**src/rtl/core/lpht_pkg.sv**
```systemverilog
`default_nettype none

package lpht_pkg;

  // Slot store geometry; the field widths below are fixed by the item format.
  localparam int unsigned TABLE_DEPTH = 16;
  localparam int unsigned IDX_W       = 4;
  localparam int unsigned SIZE_W      = 5;
  localparam int unsigned KEY_W       = 8;
  localparam int unsigned HASH_W      = 16;
  localparam int unsigned STATUS_W    = 2;
  localparam int unsigned HASH_CNT_W  = $clog2(HASH_W);

  // Task queue between front and back
  localparam int unsigned FIFO_DEPTH = 2;
  localparam int unsigned FIFO_PTR_W = (FIFO_DEPTH > 1) ? $clog2(FIFO_DEPTH) : 1;
  localparam int unsigned FIFO_CNT_W = $clog2(FIFO_DEPTH + 1);

  localparam logic FUNC_INSERT = 1'b0;
  localparam logic FUNC_SEARCH = 1'b1;

  typedef enum logic [STATUS_W-1:0] {
    ST_INSERTED  = 2'd0,
    ST_FOUND     = 2'd1,
    ST_NOT_FOUND = 2'd2,
    ST_FULL      = 2'd3
  } status_e;

  // One classified operation, ready for the probe walk
  typedef struct packed {
    logic              func;
    logic [KEY_W-1:0]  key;
    logic [IDX_W-1:0]  start;
    logic [SIZE_W-1:0] size;
  } task_t;

endpackage

`default_nettype wire

```
**src/rtl/core/lpht_req_if.sv**
```systemverilog
`default_nettype none

interface lpht_req_if;
  logic                          valid;
  logic                          ready;
  logic                          func;
  logic [lpht_pkg::KEY_W-1:0]    key;
  logic [lpht_pkg::HASH_W-1:0]   hash;

  modport source (output valid, output func, output key, output hash, input ready);
  modport sink   (input valid, input func, input key, input hash, output ready);
endinterface

`default_nettype wire

```
**src/rtl/core/lpht_rsp_if.sv**
```systemverilog
`default_nettype none

interface lpht_rsp_if;
  logic                          valid;
  logic                          ready;
  logic [lpht_pkg::STATUS_W-1:0] status;
  logic [lpht_pkg::IDX_W-1:0]    slot;
  logic [lpht_pkg::SIZE_W-1:0]   probes;

  modport source (output valid, output status, output slot, output probes, input ready);
  modport sink   (input valid, input status, input slot, input probes, output ready);
endinterface

`default_nettype wire

```
**src/rtl/core/linear_probe_hash_table_unit.sv**
```systemverilog
`default_nettype none

// Channel   Dir  Handshake        Payload
// req_i     in   valid / ready    func, key, hash
// rsp_o     out  valid / ready    status, slot, probes
// cfg       in   cfg_we_i         cfg_wdata_i (table size)
//
// Front: accept, 16 remainder steps (hash mod size), then a queue push.
// Back: pop, then per probed slot a key store read and a check.
// Front and back overlap: the front can take a new request while the back walks the last one.
// Reset clears the slot-used flags at once; no clearing pass is needed.
// A result waiting in the output register stalls only the back once its next walk ends.
module linear_probe_hash_table_unit (
  input  wire logic                        clk_i,
  input  wire logic                        rst_ni,
  input  wire logic                        cfg_we_i,
  input  wire logic [lpht_pkg::SIZE_W-1:0] cfg_wdata_i,
  lpht_req_if.sink                         req_i,
  lpht_rsp_if.source                       rsp_o
);

  logic [lpht_pkg::SIZE_W-1:0] table_size_q;
  logic [lpht_pkg::SIZE_W-1:0] active_size;
  logic                        push_valid, push_ready, pop_valid, pop_ready;
  lpht_pkg::task_t             push_task, pop_task;

  always_ff @(posedge clk_i or negedge rst_ni) begin
    if (!rst_ni) begin
      table_size_q <= lpht_pkg::SIZE_W'(lpht_pkg::TABLE_DEPTH);
    end else if (cfg_we_i) begin
      table_size_q <= cfg_wdata_i;
    end
  end

  // Clamp size into 1 .. TABLE_DEPTH
  always_comb begin
    priority if (table_size_q == '0) begin
      active_size = lpht_pkg::SIZE_W'(1);
    end else if (table_size_q > lpht_pkg::SIZE_W'(lpht_pkg::TABLE_DEPTH)) begin
      active_size = lpht_pkg::SIZE_W'(lpht_pkg::TABLE_DEPTH);
    end else begin
      active_size = table_size_q;
    end
  end

  lpht_front u_front (
    .clk_i        (clk_i),
    .rst_ni       (rst_ni),
    .size_i       (active_size),
    .req_i        (req_i),
    .push_valid_o (push_valid),
    .push_ready_i (push_ready),
    .push_task_o  (push_task)
  );

  lpht_fifo u_fifo (
    .clk_i        (clk_i),
    .rst_ni       (rst_ni),
    .push_valid_i (push_valid),
    .push_ready_o (push_ready),
    .push_task_i  (push_task),
    .pop_valid_o  (pop_valid),
    .pop_ready_i  (pop_ready),
    .pop_task_o   (pop_task)
  );

  lpht_back u_back (
    .clk_i       (clk_i),
    .rst_ni      (rst_ni),
    .pop_valid_i (pop_valid),
    .pop_ready_o (pop_ready),
    .pop_task_i  (pop_task),
    .rsp_o       (rsp_o)
  );

endmodule

`default_nettype wire

```
**src/rtl/core/lpht_front.sv**
```systemverilog
`default_nettype none

module lpht_front (
  input  wire logic                        clk_i,
  input  wire logic                        rst_ni,
  input  wire logic [lpht_pkg::SIZE_W-1:0] size_i,
  lpht_req_if.sink                         req_i,
  output logic                             push_valid_o,
  input  wire logic                        push_ready_i,
  output lpht_pkg::task_t                  push_task_o
);

  typedef enum logic [2:0] {
    F_IDLE = 3'b001,
    F_DIV  = 3'b010,
    F_PUSH = 3'b100
  } front_state_e;

  front_state_e                    state_q, state_d;
  logic [lpht_pkg::HASH_CNT_W-1:0] cnt_q, cnt_d;
  logic [lpht_pkg::HASH_W-1:0]     hash_q, hash_d;
  logic [lpht_pkg::IDX_W-1:0]      rem_q, rem_d;
  logic [lpht_pkg::SIZE_W-1:0]     size_q, size_d;
  logic                            func_q, func_d;
  logic [lpht_pkg::KEY_W-1:0]      key_q, key_d;
  logic [lpht_pkg::SIZE_W-1:0]     shifted;

  assign req_i.ready  = (state_q == F_IDLE);
  assign push_valid_o = (state_q == F_PUSH);
  assign push_task_o  = '{func: func_q, key: key_q, start: rem_q, size: size_q};

  // Restoring remainder step: bring in one hash bit, subtract size if it fits
  assign shifted = {rem_q, hash_q[lpht_pkg::HASH_W-1]};

  always_comb begin
    state_d = state_q;
    cnt_d   = cnt_q;
    hash_d  = hash_q;
    rem_d   = rem_q;
    size_d  = size_q;
    func_d  = func_q;
    key_d   = key_q;
    unique case (state_q)
      F_IDLE: begin
        if (req_i.valid) begin
          func_d  = req_i.func;
          key_d   = req_i.key;
          hash_d  = req_i.hash;
          size_d  = size_i;
          rem_d   = '0;
          cnt_d   = '0;
          state_d = F_DIV;
        end
      end
      F_DIV: begin
        if (shifted >= size_q) begin
          rem_d = lpht_pkg::IDX_W'(shifted - size_q);
        end else begin
          rem_d = shifted[lpht_pkg::IDX_W-1:0];
        end
        hash_d = {hash_q[lpht_pkg::HASH_W-2:0], 1'b0};
        cnt_d  = cnt_q + 1'b1;
        if (cnt_q == lpht_pkg::HASH_CNT_W'(lpht_pkg::HASH_W - 1)) begin
          state_d = F_PUSH;
        end
      end
      F_PUSH: begin
        if (push_ready_i) begin
          state_d = F_IDLE;
        end
      end
      default: state_d = F_IDLE;
    endcase
  end

  always_ff @(posedge clk_i or negedge rst_ni) begin
    if (!rst_ni) begin
      state_q <= F_IDLE;
    end else begin
      state_q <= state_d;
    end
  end

  always_ff @(posedge clk_i) begin
    cnt_q  <= cnt_d;
    hash_q <= hash_d;
    rem_q  <= rem_d;
    size_q <= size_d;
    func_q <= func_d;
    key_q  <= key_d;
  end

endmodule

`default_nettype wire

```
**src/rtl/core/lpht_fifo.sv**
```systemverilog
`default_nettype none

module lpht_fifo (
  input  wire logic             clk_i,
  input  wire logic             rst_ni,
  input  wire logic             push_valid_i,
  output logic                  push_ready_o,
  input  wire lpht_pkg::task_t  push_task_i,
  output logic                  pop_valid_o,
  input  wire logic             pop_ready_i,
  output lpht_pkg::task_t       pop_task_o
);

  lpht_pkg::task_t                 entry_q [lpht_pkg::FIFO_DEPTH];
  logic [lpht_pkg::FIFO_PTR_W-1:0] wptr_q, rptr_q;
  logic [lpht_pkg::FIFO_CNT_W-1:0] cnt_q;
  logic                            push, pop;

  assign push_ready_o = (cnt_q != lpht_pkg::FIFO_CNT_W'(lpht_pkg::FIFO_DEPTH));
  assign pop_valid_o  = (cnt_q != '0);
  assign pop_task_o   = entry_q[rptr_q];
  assign push         = push_valid_i && push_ready_o;
  assign pop          = pop_valid_o && pop_ready_i;

  always_ff @(posedge clk_i or negedge rst_ni) begin
    if (!rst_ni) begin
      wptr_q <= '0;
      rptr_q <= '0;
      cnt_q  <= '0;
    end else begin
      if (push) begin
        wptr_q <= (wptr_q == lpht_pkg::FIFO_PTR_W'(lpht_pkg::FIFO_DEPTH - 1)) ? '0
                                                                              : wptr_q + 1'b1;
      end
      if (pop) begin
        rptr_q <= (rptr_q == lpht_pkg::FIFO_PTR_W'(lpht_pkg::FIFO_DEPTH - 1)) ? '0
                                                                              : rptr_q + 1'b1;
      end
      if (push && !pop) begin
        cnt_q <= cnt_q + 1'b1;
      end else if (pop && !push) begin
        cnt_q <= cnt_q - 1'b1;
      end
    end
  end

  always_ff @(posedge clk_i) begin
    if (push) begin
      entry_q[wptr_q] <= push_task_i;
    end
  end

endmodule

`default_nettype wire

```
**src/rtl/core/lpht_back.sv**
```systemverilog
`default_nettype none

module lpht_back (
  input  wire logic             clk_i,
  input  wire logic             rst_ni,
  input  wire logic             pop_valid_i,
  output logic                  pop_ready_o,
  input  wire lpht_pkg::task_t  pop_task_i,
  lpht_rsp_if.source            rsp_o
);

  typedef enum logic [2:0] {
    B_IDLE  = 3'b001,
    B_READ  = 3'b010,
    B_CHECK = 3'b100
  } back_state_e;

  back_state_e                   state_q, state_d;
  lpht_pkg::task_t               task_q, task_d;
  logic [lpht_pkg::IDX_W-1:0]    idx_q, idx_d;
  logic [lpht_pkg::SIZE_W-1:0]   pcnt_q, pcnt_d;
  logic [lpht_pkg::TABLE_DEPTH-1:0] used_q;
  logic [lpht_pkg::KEY_W-1:0]    key_mem [lpht_pkg::TABLE_DEPTH];
  logic [lpht_pkg::KEY_W-1:0]    rd_key_q;

  logic                          res_vld_q;
  lpht_pkg::status_e             res_status_q, res_status_d;
  logic [lpht_pkg::IDX_W-1:0]    res_slot_q, res_slot_d;
  logic [lpht_pkg::SIZE_W-1:0]   res_probes_q;

  logic slot_empty, key_hit, last_probe, done, out_free, finish, key_we;

  assign pop_ready_o = (state_q == B_IDLE);

  assign slot_empty = !used_q[idx_q];
  assign key_hit    = (task_q.func == lpht_pkg::FUNC_SEARCH) && (rd_key_q == task_q.key);
  assign last_probe = (pcnt_q == task_q.size);
  assign done       = slot_empty || key_hit || last_probe;
  assign out_free   = !res_vld_q || rsp_o.ready;
  assign finish     = (state_q == B_CHECK) && done && out_free;
  assign key_we     = finish && slot_empty && (task_q.func == lpht_pkg::FUNC_INSERT);

  always_comb begin
    priority if (slot_empty) begin
      if (task_q.func == lpht_pkg::FUNC_INSERT) begin
        res_status_d = lpht_pkg::ST_INSERTED;
        res_slot_d   = idx_q;
      end else begin
        res_status_d = lpht_pkg::ST_NOT_FOUND;
        res_slot_d   = '0;
      end
    end else if (key_hit) begin
      res_status_d = lpht_pkg::ST_FOUND;
      res_slot_d   = idx_q;
    end else begin
      // walked every slot in use
      res_status_d = (task_q.func == lpht_pkg::FUNC_INSERT) ? lpht_pkg::ST_FULL
                                                            : lpht_pkg::ST_NOT_FOUND;
      res_slot_d   = '0;
    end
  end

  always_comb begin
    state_d = state_q;
    task_d  = task_q;
    idx_d   = idx_q;
    pcnt_d  = pcnt_q;
    unique case (state_q)
      B_IDLE: begin
        if (pop_valid_i) begin
          task_d  = pop_task_i;
          idx_d   = pop_task_i.start;
          pcnt_d  = lpht_pkg::SIZE_W'(1);
          state_d = B_READ;
        end
      end
      B_READ: begin
        state_d = B_CHECK;
      end
      B_CHECK: begin
        if (!done) begin
          // advance with wrap at the active size
          idx_d   = ((lpht_pkg::SIZE_W'(idx_q) + 1'b1) == task_q.size) ? '0 : idx_q + 1'b1;
          pcnt_d  = pcnt_q + 1'b1;
          state_d = B_READ;
        end else if (out_free) begin
          state_d = B_IDLE;
        end
      end
      default: state_d = B_IDLE;
    endcase
  end

  always_ff @(posedge clk_i or negedge rst_ni) begin
    if (!rst_ni) begin
      state_q   <= B_IDLE;
      used_q    <= '0;
      res_vld_q <= 1'b0;
    end else begin
      state_q <= state_d;
      if (key_we) begin
        used_q[idx_q] <= 1'b1;
      end
      if (finish) begin
        res_vld_q <= 1'b1;
      end else if (rsp_o.ready) begin
        res_vld_q <= 1'b0;
      end
    end
  end

  always_ff @(posedge clk_i) begin
    task_q <= task_d;
    idx_q  <= idx_d;
    pcnt_q <= pcnt_d;
    if (finish) begin
      res_status_q <= res_status_d;
      res_slot_q   <= res_slot_d;
      res_probes_q <= pcnt_q;
    end
  end

  // Slot key store, registered read
  always_ff @(posedge clk_i) begin
    if (key_we) begin
      key_mem[idx_q] <= task_q.key;
    end
    rd_key_q <= key_mem[idx_q];
  end

  assign rsp_o.valid  = res_vld_q;
  assign rsp_o.status = res_status_q;
  assign rsp_o.slot   = res_slot_q;
  assign rsp_o.probes = res_probes_q;

endmodule

`default_nettype wire
```
**src/flat_wrapper.sv**
```systemverilog
// flat-port wrapper written by rule: the top's interface ports become plain ports
module linear_probe_hash_table_unit_flat 
  (clk_i, rst_ni, cfg_we_i, cfg_wdata_i, req_i_valid, req_i_func, req_i_key, req_i_hash, req_i_ready, rsp_o_valid, rsp_o_status, rsp_o_slot, rsp_o_probes, rsp_o_ready);
  lpht_req_if req_i_i ();
  lpht_rsp_if rsp_o_i ();
  input  wire logic clk_i;
  input  wire logic rst_ni;
  input  wire logic cfg_we_i;
  input  wire logic [lpht_pkg::SIZE_W-1:0] cfg_wdata_i;
  input wire logic [$bits(req_i_i.valid)-1:0] req_i_valid;
  input wire logic [$bits(req_i_i.func)-1:0] req_i_func;
  input wire logic [$bits(req_i_i.key)-1:0] req_i_key;
  input wire logic [$bits(req_i_i.hash)-1:0] req_i_hash;
  output wire logic [$bits(req_i_i.ready)-1:0] req_i_ready;
  output wire logic [$bits(rsp_o_i.valid)-1:0] rsp_o_valid;
  output wire logic [$bits(rsp_o_i.status)-1:0] rsp_o_status;
  output wire logic [$bits(rsp_o_i.slot)-1:0] rsp_o_slot;
  output wire logic [$bits(rsp_o_i.probes)-1:0] rsp_o_probes;
  input wire logic [$bits(rsp_o_i.ready)-1:0] rsp_o_ready;
  assign req_i_i.valid = req_i_valid;
  assign req_i_i.func = req_i_func;
  assign req_i_i.key = req_i_key;
  assign req_i_i.hash = req_i_hash;
  assign req_i_ready = req_i_i.ready;
  assign rsp_o_valid = rsp_o_i.valid;
  assign rsp_o_status = rsp_o_i.status;
  assign rsp_o_slot = rsp_o_i.slot;
  assign rsp_o_probes = rsp_o_i.probes;
  assign rsp_o_i.ready = rsp_o_ready;
  linear_probe_hash_table_unit u_core (.clk_i(clk_i), .rst_ni(rst_ni), .cfg_we_i(cfg_we_i), .cfg_wdata_i(cfg_wdata_i), .req_i(req_i_i), .rsp_o(rsp_o_i));
endmodule
```
**config.mk**
```make
export PLATFORM = sky130hd
export DESIGN_NAME = linear_probe_hash_table_unit_flat
export DESIGN_NICKNAME = d
export VERILOG_FILES = /design/src/rtl/core/lpht_pkg.sv /design/src/rtl/core/lpht_req_if.sv /design/src/rtl/core/lpht_rsp_if.sv /design/src/rtl/core/linear_probe_hash_table_unit.sv /design/src/rtl/core/lpht_front.sv /design/src/rtl/core/lpht_fifo.sv /design/src/rtl/core/lpht_back.sv /design/src/flat_wrapper.sv
export SDC_FILE = /design/constraint.sdc
export NUM_CORES = 1
export LEC_CHECK = 0
export BUFFER_PORTS_ARGS = -buffer_cell sky130_fd_sc_hd__buf_2
export CAP_MARGIN = 20
export CORE_MARGIN = 10
export CORE_UTILIZATION = 50
export CTS_CLUSTER_DIAMETER = 80
export DETAILED_ROUTE_END_ITERATION = 8
export GPL_TIMING_DRIVEN = 1
export PLACE_DENSITY = 0.64
export SYNTH_ARGS = -nofsm -noshare
export SYNTH_HDL_FRONTEND = slang
export SYNTH_HIERARCHICAL = 1
export SYNTH_SLANG_ARGS = --single-unit
```
**constraint.sdc**
```tcl
create_clock -name clk_i -period 5.5 [get_ports clk_i]
set_input_delay 1.1 -clock clk_i [delete_from_list [all_inputs] [get_ports clk_i]]
set_output_delay 1.1 -clock clk_i [all_outputs]
set_load 0.005 [all_outputs]
```
==> flow_metrics.tcl, run 1 <==
set metrics [dict create \
    status "finished clean" \
    io_buffers 47 \
    ant_nets 0 \
    track_usage 0.146 \
    fin_area_sq_um 12500 \
    synth.most_common_cell "edfxtp_1" \
    synth.avg_cell_area_sq_um 17.5 \
    arrival_ns 3.71 \
    crit_fanout 36 \
    dieArea_sq_um 28600 \
    core_area_sq_um 21800 \
    dp_cells 945 \
    synth-compound-area-share 0.0237 \
    synth_mux_area_frac 0.117 \
    clk_pin_slew_worst_paths_ns 0.06 \
    synth_top_family_by_area "multiplexers" \
    synthAdderAreaFrac 0.0153 \
    yosys.area.top_type "edfxtp_1" \
    yosys-top-cells-count "edfxtp_1, nand2_1, mux4_2" \
    slowest_delay_ns 0.63 \
    synth.net_count 683 \
    synth_area_leaders "edfxtp_1, mux4_2, dfrtp_1" \
    yosysWarnings 6 \
    area_delta_synth_final_pct 12.6 \
    layout-drive-gt1-share 0.242 \
    cts.path.max_buffers 3 \
    nets 744 \
    synth_xor_area_frac 0.0229 \
    hold_ws_ns 0.448 \
    drc 0 \
    power_per_cell_area_nw_per_um2 517 \
    synth-simple-area-share 0.0775 \
    grt_pass1_vias 5842 \
    grt_start_max_net_pins 37 \
    fp.dieW_microns 169 \
    setup_ws_ns 1.95 \
    cts_sinks 276 \
    cp_slowest_cell "buf_4" \
    worst_pin_slew_ns 1.10 \
    crit_buf_inv 1 \
    syn_inst 635 \
    cts_buffers 29 \
    path_cells "buf_4 -> mux4_2 -> nand3b_1 -> nand4_4 -> or3_1 -> nor2_1" \
    drt_first_pass_iters 6 \
    layout.cells.non_filler 999 \
    via_per_inst 5.42 \
    ys_ff_latch 276 \
    period_share 0.645 \
    dpl_cell_area_sq_um 11600 \
    synth_edf_count 236 \
    maxSlewHeadroom 0.264 \
    cp-end-kind "register" \
    ir_drop_mv 0.249 \
    rows 54 \
    worst-endpoint-required_ns 5.66 \
    root_buffer "clkbuf_16" \
    drt-wirelength-per-cell_microns 20.7 \
    num_antenna_cells 0 \
    cap_violations 0 \
    final.min_clock_period_ns 3.55 \
    finalWirelength_mm 20.7 \
    start_kind "register" \
    cpLargestDelayFamily "simple AND/OR/NAND/NOR gates" \
    path_class "reg2reg" \
    p_leak_nw 4.51 \
    synth_top_area_share 0.638 \
    drt_iter0_markers 466 \
    overflow 0 \
    syn-cell-area_sq_um 11100 \
    hold_viol 0 \
    hp-class "reg2reg" \
    async_flop_share 0.116 \
    grt_pass1_wl_mm 33.0 \
    start_util 0.509 \
    ctsHoldBuffers 0 \
    dpl.hpwl_mm 13.7 \
    clock_latency_ns 0.53 \
    synth_ff_type "edfxtp_1" \
    cts_tree "built" \
    setup_viol 0 \
    fin_setup_tns_ns 0 \
    fin_worst_skew_ns 0.00654 \
    place_ws_ns 1.89 \
    ctsResizeCount 0 \
    max_freq_mhz 282 \
    yosysSeqAreaShare 0.725 \
    dieHeight_microns 169 \
    top_level_ports 48 \
    antenna_found_initial 0 \
    rsz0062_at_grt "false" \
    route.vias.total 5418 \
    htreeDepth 1 \
    post_cts_buffers 0 \
    gp_congestion 0.839 \
    yosysUniqueCellTypes 53 \
    maxSlewViolCount 0 \
]
layer usage:
metal  vias to the layer above  share of wire  global-route usage
met1                      2720           0.43               0.190
met3                        35          0.051              0.0299
met2                       139           0.49               0.243
met4                         0          0.027              0.0435
li1                       2524              -                   -
met5                         -              0                   0
cells by family (layout without fill, tap and decap cells):
group	count (synthesis)	in the layout
AND/OR/NAND/NOR	175	175
multiplexers	69	69
adder cells (fa/ha/maj)	13	13
buffers and inverters	37	121
AO/OA/AOI/OAI	36	36
flip-flops	276	276
XOR/XNOR	29	29
layout by cell type (no fill, tap or decap), types with 13 or more instances in the layout:
master	instances
clkbuf_16	29
or2_1	13
mux4_2	44
dfrtp_1	29
nand2_1	59
nor2_1	42
buf_2	47
edfxtp_1	236
xor2_1	18
path summary, 6_finish.rpt:
| check | from | cells after the start | slack, ns | end |
|---|---|---|---|---|
| setup / recovery | u_core/u_back/idx_q[0] | 6 | 1.95 | u_core/u_back/key_mem[15][0] |
| setup reg to reg | u_core/u_back/idx_q[0] | 6 | 1.95 | u_core/u_back/key_mem[15][0] |
| min in group asynchronous | rst_ni | 1 | 0.68 | u_core/u_front/state_q[2] |
| hold reg to reg | u_core/u_front/func_q | 0 | 0.45 | u_core/u_fifo/entry_q[1][17] |
| max in group asynchronous | rst_ni | 1 | 4.27 | u_core/u_back/used_q[7] |
| hold / removal | u_core/u_front/func_q | 0 | 0.45 | u_core/u_fifo/entry_q[1][17] |
worst reg2reg max path: cells and delay by family, from the launching register on:
family	cells	cell delay, ns
buf+inv	1	0.63
flops	1	0.49
mux	1	0.65
simple gates	4	1.40
registers in the layout (all words and copies together) (netlist names), 8 cells and up:
| signal | count |
|---|---|
| u_core/u_back/task_q | 14 |
| u_core/u_front/key_q | 8 |
| u_core/u_back/key_mem | 128 |
| u_core/u_back/rd_key_q | 8 |
| u_core/u_front/hash_q | 16 |
| u_core/u_back/used_q | 16 |
| u_core/u_fifo/entry_q | 36 |
per-stage QoR:
stage	total power [mW]	utilization
floorplan	4.22	-
global placement	4.62	0.531
detailed placement	4.69	0.531
CTS	6.54	0.573
global route	6.81	0.573
finish	6.46	0.573
area by class of cell:
| class | count | area [sq um] |
|---|---|---|
| clock inverters | 12 | 114 |
| well taps | 280 | 350 |
| clock buffers | 42 | 795 |
| fillers | 1662 | 9320 |
| multi-input cells | 322 | 2860 |
| inverters | 13 | 48.8 |
| repair buffers | 54 | 292 |
| flip-flops and latches | 276 | 8050 |
power by group:
| group | switching [mW] | internal, mW | leakage [nW] | total (mW) |
|---|---|---|---|---|
| Clock | 0.745 | 1.09 | 0.444 | 1.84 |
| Combinational | 0.710 | 0.689 | 1.43 | 1.40 |
| Sequential | 0.417 | 2.81 | 2.64 | 3.22 |
Power figures use the tool's default switching activity.
==> run 2, diff against run 1 <==
--- a/config.mk
+++ b/config.mk
@@ -5,6 +5,7 @@
 export SDC_FILE = /design/constraint.sdc
 export NUM_CORES = 1
 export LEC_CHECK = 0
+export ABC_AREA = 1
 export BUFFER_PORTS_ARGS = -buffer_cell sky130_fd_sc_hd__buf_2
 export CAP_MARGIN = 20
 export CORE_MARGIN = 10
==> constraint.sdc (replaced) <==
create_clock -name clk_i -period 3.4 [get_ports clk_i]
set_input_delay 0.68 -clock clk_i [delete_from_list [all_inputs] [get_ports clk_i]]
set_output_delay 0.68 -clock clk_i [all_outputs]
set_load 0.005 [all_outputs]
==> run 2 against run 1 <==
  * First-iteration DRC count rose by 67%
  * Clock power up 70%
  * Critical endpoint is now u_core/u_back/key_mem[11][5]
  * Highest routed layer unchanged
  * Critical path type unchanged
  * Largest cell class unchanged
  * Die area up 3.2%
==> flow_metrics.tcl, run 2 <==
set metrics [dict create \
    drt_first_pass_iters 6 \
    largest_register_ffs 128 \
    multi_input_area_sq_um 2870 \
    dpl_cell_area_sq_um 12000 \
    cts_sinks 276 \
    final_cell_mix "nand2_1, edfxtp_1, nor2_1, inv_1, o21ai_0" \
    antenna_found_initial 0 \
    wl_met1_mm 10.6 \
    arrival_ns 3.04 \
    drc 0 \
    path_class "reg2reg" \
    p_leak_nw 5.15 \
    synth.avg_cell_area_sq_um 11.5 \
    worst-endpoint-required_ns 3.57 \
    rows 55 \
    fp.dieW_microns 172 \
    drt-wirelength-per-cell_microns 18.0 \
    grt_pass1_wl_mm 39.2 \
    power_per_cell_area_nw_per_um2 888 \
    cts_buffers 29 \
    yosysUniqueCellTypes 42 \
    fin_worst_skew_ns 0.0164 \
    top_register "u_core/u_back/key_mem" \
    synth.most_common_cell "nand2_1" \
    dpl.hpwl_mm 16.8 \
    htreeDepth 1 \
    finalWirelength_mm 24.7 \
    grt_start_max_net_pins 74 \
    cts_tree "built" \
    cp-end-kind "register" \
    max_freq_mhz 348 \
    start_kind "register" \
    fin_area_sq_um 13000 \
    syn-cell-area_sq_um 11500 \
    root_buffer "clkbuf_16" \
    yosys.area.top_type "edfxtp_1" \
    hp-class "in2async" \
    core_area_sq_um 22600 \
    crit_start "u_core/u_back/idx_q[0]" \
    drt_iter0_markers 779 \
    async_flop_share 0.116 \
    yosys-top-cells-count "nand2_1, edfxtp_1, nor2_1" \
    setup_viol 0 \
    ys_ff_latch 276 \
    post_cts_buffers 0 \
    nFillCells 1856 \
    overflow 0 \
    crit_fanout 73 \
    clk_pin_slew_worst_paths_ns 0.06 \
    hold_viol 0 \
    top_level_ports 48 \
    route.vias.total 7182 \
    synth_edf_count 236 \
    gp_congestion 0.883 \
    io_buffers 47 \
    num_antenna_cells 0 \
    via_per_inst 5.25 \
    ctsHoldBuffers 0 \
    dieArea_sq_um 29500 \
    top_layer "met4" \
    cap_violations 0 \
    wl_met2_mm 11.8 \
    regArea_sq_um 8050 \
    syn_inst 1003 \
    layout_commonest_cell "nand2_1" \
    reg2regPathDepth 11 \
    reg2reg_from "u_core/u_back/idx_q[0]" \
    status "finished clean" \
    period_share 0.845 \
    layout-drive-gt1-share 0.143 \
    synth_top_area_share 0.616 \
    dieHeight_microns 172 \
    fin_setup_tns_ns 0 \
    rr_endpoint "u_core/u_back/key_mem[11][5]" \
    nets 1110 \
    synth_area_leaders "edfxtp_1, nand2_1, dfrtp_1" \
    synth_ff_type "edfxtp_1" \
    maxSlewHeadroom 0.383 \
    ant_nets 0 \
    crit_end "u_core/u_back/key_mem[11][5]" \
    track_usage 0.170 \
    yosysWarnings 6 \
    worst_pin_slew_ns 0.925 \
    route.met3.wl_mm 1.65 \
    rsz0062_at_grt "false" \
    ctsResizeCount 0 \
    clock_latency_ns 0.54 \
    grt_pass1_vias 7294 \
    r2r_setup_slack_ns 0.53 \
    final.min_clock_period_ns 2.87 \
    start_util 0.508 \
    synth.net_count 1051 \
    ir_drop_mv 0.492 \
    reg.largest.list "u_core/u_back/key_mem (128), u_core/u_fifo/entry_q (36)" \
    cts.path.max_buffers 3 \
    area_delta_synth_final_pct 13.0 \
    yosysSeqAreaShare 0.700 \
    maxSlewViolCount 0 \
]
run 2: critical path, stage by stage, from the launching register on:
cell      delay [ns]
edfxtp_1        0.49
buf_12          0.32
nand2_1         0.09
nand3_1         0.10
nand2_1         0.08
nand2_1         0.06
nand2_1         0.09
nor2_4          0.13
o211ai_4        0.14
nor2_4          0.37
nand2_2         0.10
nor2_1          0.52
run 2: kinds of logic (layout without fill, tap and decap cells):
group,Yosys count,after routing,share of synthesized area
flip-flops,276,276,0.700
XOR/XNOR,19,19,0.0151
AO/OA/AOI/OAI,131,131,0.0646
buffers and inverters,135,216,0.0506
AND/OR/NAND/NOR,429,429,0.155
adder cells (fa/ha/maj),13,13,0.0148
run 2: layout make-up:
type                            count  area share
Clock buffer                       37      0.0612
Inverter                           96      0.0277
Tap cell                          285      0.0274
Clock inverter                     16      0.0129
Multi-Input combinational cell    592       0.221
Timing Repair Buffer               67      0.0306
Sequential cell                   276       0.619
run 2: worst min-delay path by stage:
stage                                 start                      endpoint  slack, ns  depth (start not counted)
floorplan                            rst_ni        u_core/table_size_q[0]       0.38                          0
detailed placement  u_core/u_front/key_q[5]  u_core/u_fifo/entry_q[0][14]       0.43                          0
global route                         rst_ni       u_core/u_back/used_q[5]       0.30                          1
finish                               rst_ni       u_core/u_back/used_q[0]       0.27                          1
global placement    u_core/u_front/key_q[5]  u_core/u_fifo/entry_q[0][14]       0.42                          0
CTS                                  rst_ni       u_core/u_back/used_q[6]       0.28                          1
run 2: layer usage:
| layer | GRT usage | vias up |
|---|---|---|
| met1 | 0.222 | 3386 |
| met2 | 0.281 | 236 |
| li1 | - | 3512 |
| met5 | 0 | - |
| met4 | 0.0499 | 0 |
| met3 | 0.0351 | 48 |
run 2: where the power goes:
part | total [mW] | internal [mW] | switching, mW
Combinational | 3.48 | 1.05 | 2.43
Clock | 3.13 | 1.88 | 1.25
Sequential | 4.94 | 4.55 | 0.391
run 2: per-stage QoR:
step | hold WS, ns | power, mW | worst slack, ns | instances | utilization
CTS | 0.284 | 11.6 | 0.586 | 1369 | 0.574
floorplan | 0.384 | 7.31 | 1.00 | 1003 | -
finish | 0.269 | 11.5 | 0.527 | 1369 | 0.574
detailed placement | 0.432 | 8.46 | 0.586 | 1316 | 0.532
global route | 0.298 | 12.2 | 0.290 | 1369 | 0.574
global placement | 0.424 | 8.42 | 0.681 | 1316 | 0.532
==> run 3, diff against run 2 <==
--- a/config.mk
+++ b/config.mk
@@ -5,7 +5,7 @@
 export SDC_FILE = /design/constraint.sdc
 export NUM_CORES = 1
 export LEC_CHECK = 0
-export ABC_AREA = 1
+export ABC_AREA = 0
 export BUFFER_PORTS_ARGS = -buffer_cell sky130_fd_sc_hd__buf_2
 export CAP_MARGIN = 20
 export CORE_MARGIN = 10
@@ -13,7 +13,7 @@
 export CTS_CLUSTER_DIAMETER = 80
 export DETAILED_ROUTE_END_ITERATION = 8
 export GPL_TIMING_DRIVEN = 1
-export PLACE_DENSITY = 0.64
+export PLACE_DENSITY = 0.66
 export SYNTH_ARGS = -nofsm -noshare
 export SYNTH_HDL_FRONTEND = slang
 export SYNTH_HIERARCHICAL = 1
==> constraint.sdc (replaced) <==
create_clock -name clk_i -period 2.47 [get_ports clk_i]
set_input_delay 0.494 -clock clk_i [delete_from_list [all_inputs] [get_ports clk_i]]
set_output_delay 0.494 -clock clk_i [all_outputs]
set_load 0.005 [all_outputs]
==> run 3 against run 2 <==
  * Core utilization is 1.5 points higher
  * Largest cell class unchanged
  * Count of clock-buffer cells in the layout is 4 higher
  * First-iteration DRC count is 41% lower
  * Final area is 1.1% lower
==> flow_metrics.tcl, run 3 (synthesized netlist as in run 1, its figures left out) <==
set metrics [dict create \
    core_area_sq_um 21800 \
    area_delta_synth_final_pct 15.8 \
    route.vias.total 5630 \
    status "finished clean" \
    fin_worst_skew_ns 0.0263 \
    finalWirelength_mm 20.3 \
    nets 784 \
    top_register "u_core/u_back/key_mem" \
    start_kind "register" \
    fp.dieW_microns 169 \
    top_level_ports 48 \
    clk_pin_slew_worst_paths_ns 0.06 \
    wl_met1_mm 9.21 \
    grt_start_max_net_pins 33 \
    fin_setup_tns_ns 0 \
    path_class "reg2reg" \
    wl_met2_mm 9.55 \
    num_antenna_cells 0 \
    ir_drop_mv 0.845 \
    cts_sinks 276 \
    layout.cells.non_filler 1038 \
    power_per_cell_area_nw_per_um2 1140 \
    drc 0 \
    ant_nets 0 \
    antenna_found_initial 0 \
    fin_area_sq_um 12900 \
    dpl.hpwl_mm 14.0 \
    period_share 0.952 \
    maxSlewViolCount 0 \
    track_usage 0.142 \
    cap_violations 0 \
    cp-end-kind "register" \
    multi_input_area_sq_um 2860 \
    gp_congestion 0.848 \
    rows 54 \
    drt_iter0_markers 456 \
    cts_buffers 29 \
    via_per_inst 5.42 \
    root_buffer "clkbuf_16" \
    io_buffers 47 \
    layout_commonest_cell "edfxtp_1" \
    max_freq_mhz 425 \
    cp_slowest_cell "mux4_2" \
    ctsResizeCount 0 \
    largest_register_ffs 128 \
    cts_tree "built" \
    regArea_sq_um 8050 \
    drt_first_pass_iters 5 \
    grt_pass1_wl_mm 32.5 \
    dp_cells 982 \
    worst_pin_slew_ns 0.761 \
    arrival_ns 2.59 \
    slowest_delay_ns 0.52 \
    final_core_utilization 0.589 \
    hp-class "in2async" \
    cts.path.max_buffers 3 \
    final.min_clock_period_ns 2.35 \
    top_layer "met4" \
    final_cell_mix "edfxtp_1, nand2_1, buf_2, buf_4, mux4_2" \
    layout-drive-gt1-share 0.289 \
    clock_latency_ns 0.54 \
    rsz0062_at_grt "false" \
    crit_fanout 8 \
    hold_viol 0 \
    drt-wirelength-per-cell_microns 19.5 \
    reg.largest.list "u_core/u_back/key_mem (128), u_core/u_fifo/entry_q (36)" \
    maxSlewHeadroom 0.492 \
    setup_viol 0 \
    nFillCells 1614 \
    overflow 0 \
    grt_pass1_vias 5876 \
    path_cells "buf_4 -> mux4_2 -> nand3b_1 -> nand4_4 -> or3_1 -> nor2_2 -> buf_4" \
    p_leak_nw 4.75 \
    dpl_cell_area_sq_um 11900 \
    route.met3.wl_mm 1.17 \
    htreeDepth 1 \
    critPathMostFrequentCell "buf_4" \
    dieHeight_microns 169 \
    start_util 0.509 \
    hold_ws_ns 0.0362 \
    dieArea_sq_um 28600 \
    worst-endpoint-required_ns 2.71 \
    ctsHoldBuffers 0 \
]
-- run 3: cell count changes in the layout (fill, tap and decap cells not counted), moves of 28 or more --
cell     delta
nand2_1   -192
inv_1      -70
nor2_1     -72
buf_4      +28
o22ai_1    -33
o21ai_0    -76
mux4_2     +44
-- run 3: through the flow --
stage | power [mW] | worst slack, ns
after floorplan | 9.41 | -0.0692
after global placement | 10.2 | 0.0465
after detailed placement | 10.4 | -0.0321
after CTS | 14.8 | 0.104
after global routing | 15.4 | 0.0199
final | 14.6 | 0.120
-- run 3: final cells by class --
class / instances / area share
inverters: 13 / 0.00380
clock inverters: 12 / 0.0113
well taps: 280 / 0.0273
clock buffers: 41 / 0.0631
repair buffers: 94 / 0.0458
multi-input cells: 322 / 0.222
flip-flops and latches: 276 / 0.626
-- run 3: power by group --
group	leakage, nW	switching [mW]	total [mW]	internal, mW
clock	0.476	1.68	4.27	2.60
combinational	1.64	1.90	3.61	1.70
sequential	2.64	0.533	6.77	6.24
-- run 3: path summary, 6_finish.rpt --
path                                    startpoint                            to  slack (ns)  cells after the start
setup / recovery            u_core/u_back/idx_q[0]  u_core/u_back/key_mem[13][3]        0.12                      7
min in group clk_i                    req_i_key[6]       u_core/u_front/key_q[6]        0.15                      1
max in group asynchronous                   rst_ni       u_core/u_back/used_q[7]        1.94                      1
hold / removal                              rst_ni       u_core/u_back/used_q[9]        0.04                      1
setup reg to reg            u_core/u_back/idx_q[0]  u_core/u_back/key_mem[13][3]        0.12                      7
hold reg to reg            u_core/u_front/key_q[7]  u_core/u_fifo/entry_q[1][16]        0.44                      0
-- run 3: timing repair --
item	4_1_cts	5_1_grt
buffers inserted	2	1
endpoints found under the setup margin	32	1
gates cloned	0	0
-- run 3: per-layer routing --
metal | global-route usage | up-vias
li1 | - | 2602
met1 | 0.201 | 2825
met2 | 0.223 | 173
met3 | 0.0276 | 30
met4 | 0.0345 | 0
met5 | 0 | -
-- run 3: worst max-delay path: cells and delay by family (launching register included) --
family / cells / cell delay, ns
flip-flops: 1 / 0.34
buffers and inverters: 2 / 0.33
AND/OR/NAND/NOR: 4 / 0.85
multiplexers: 1 / 0.52
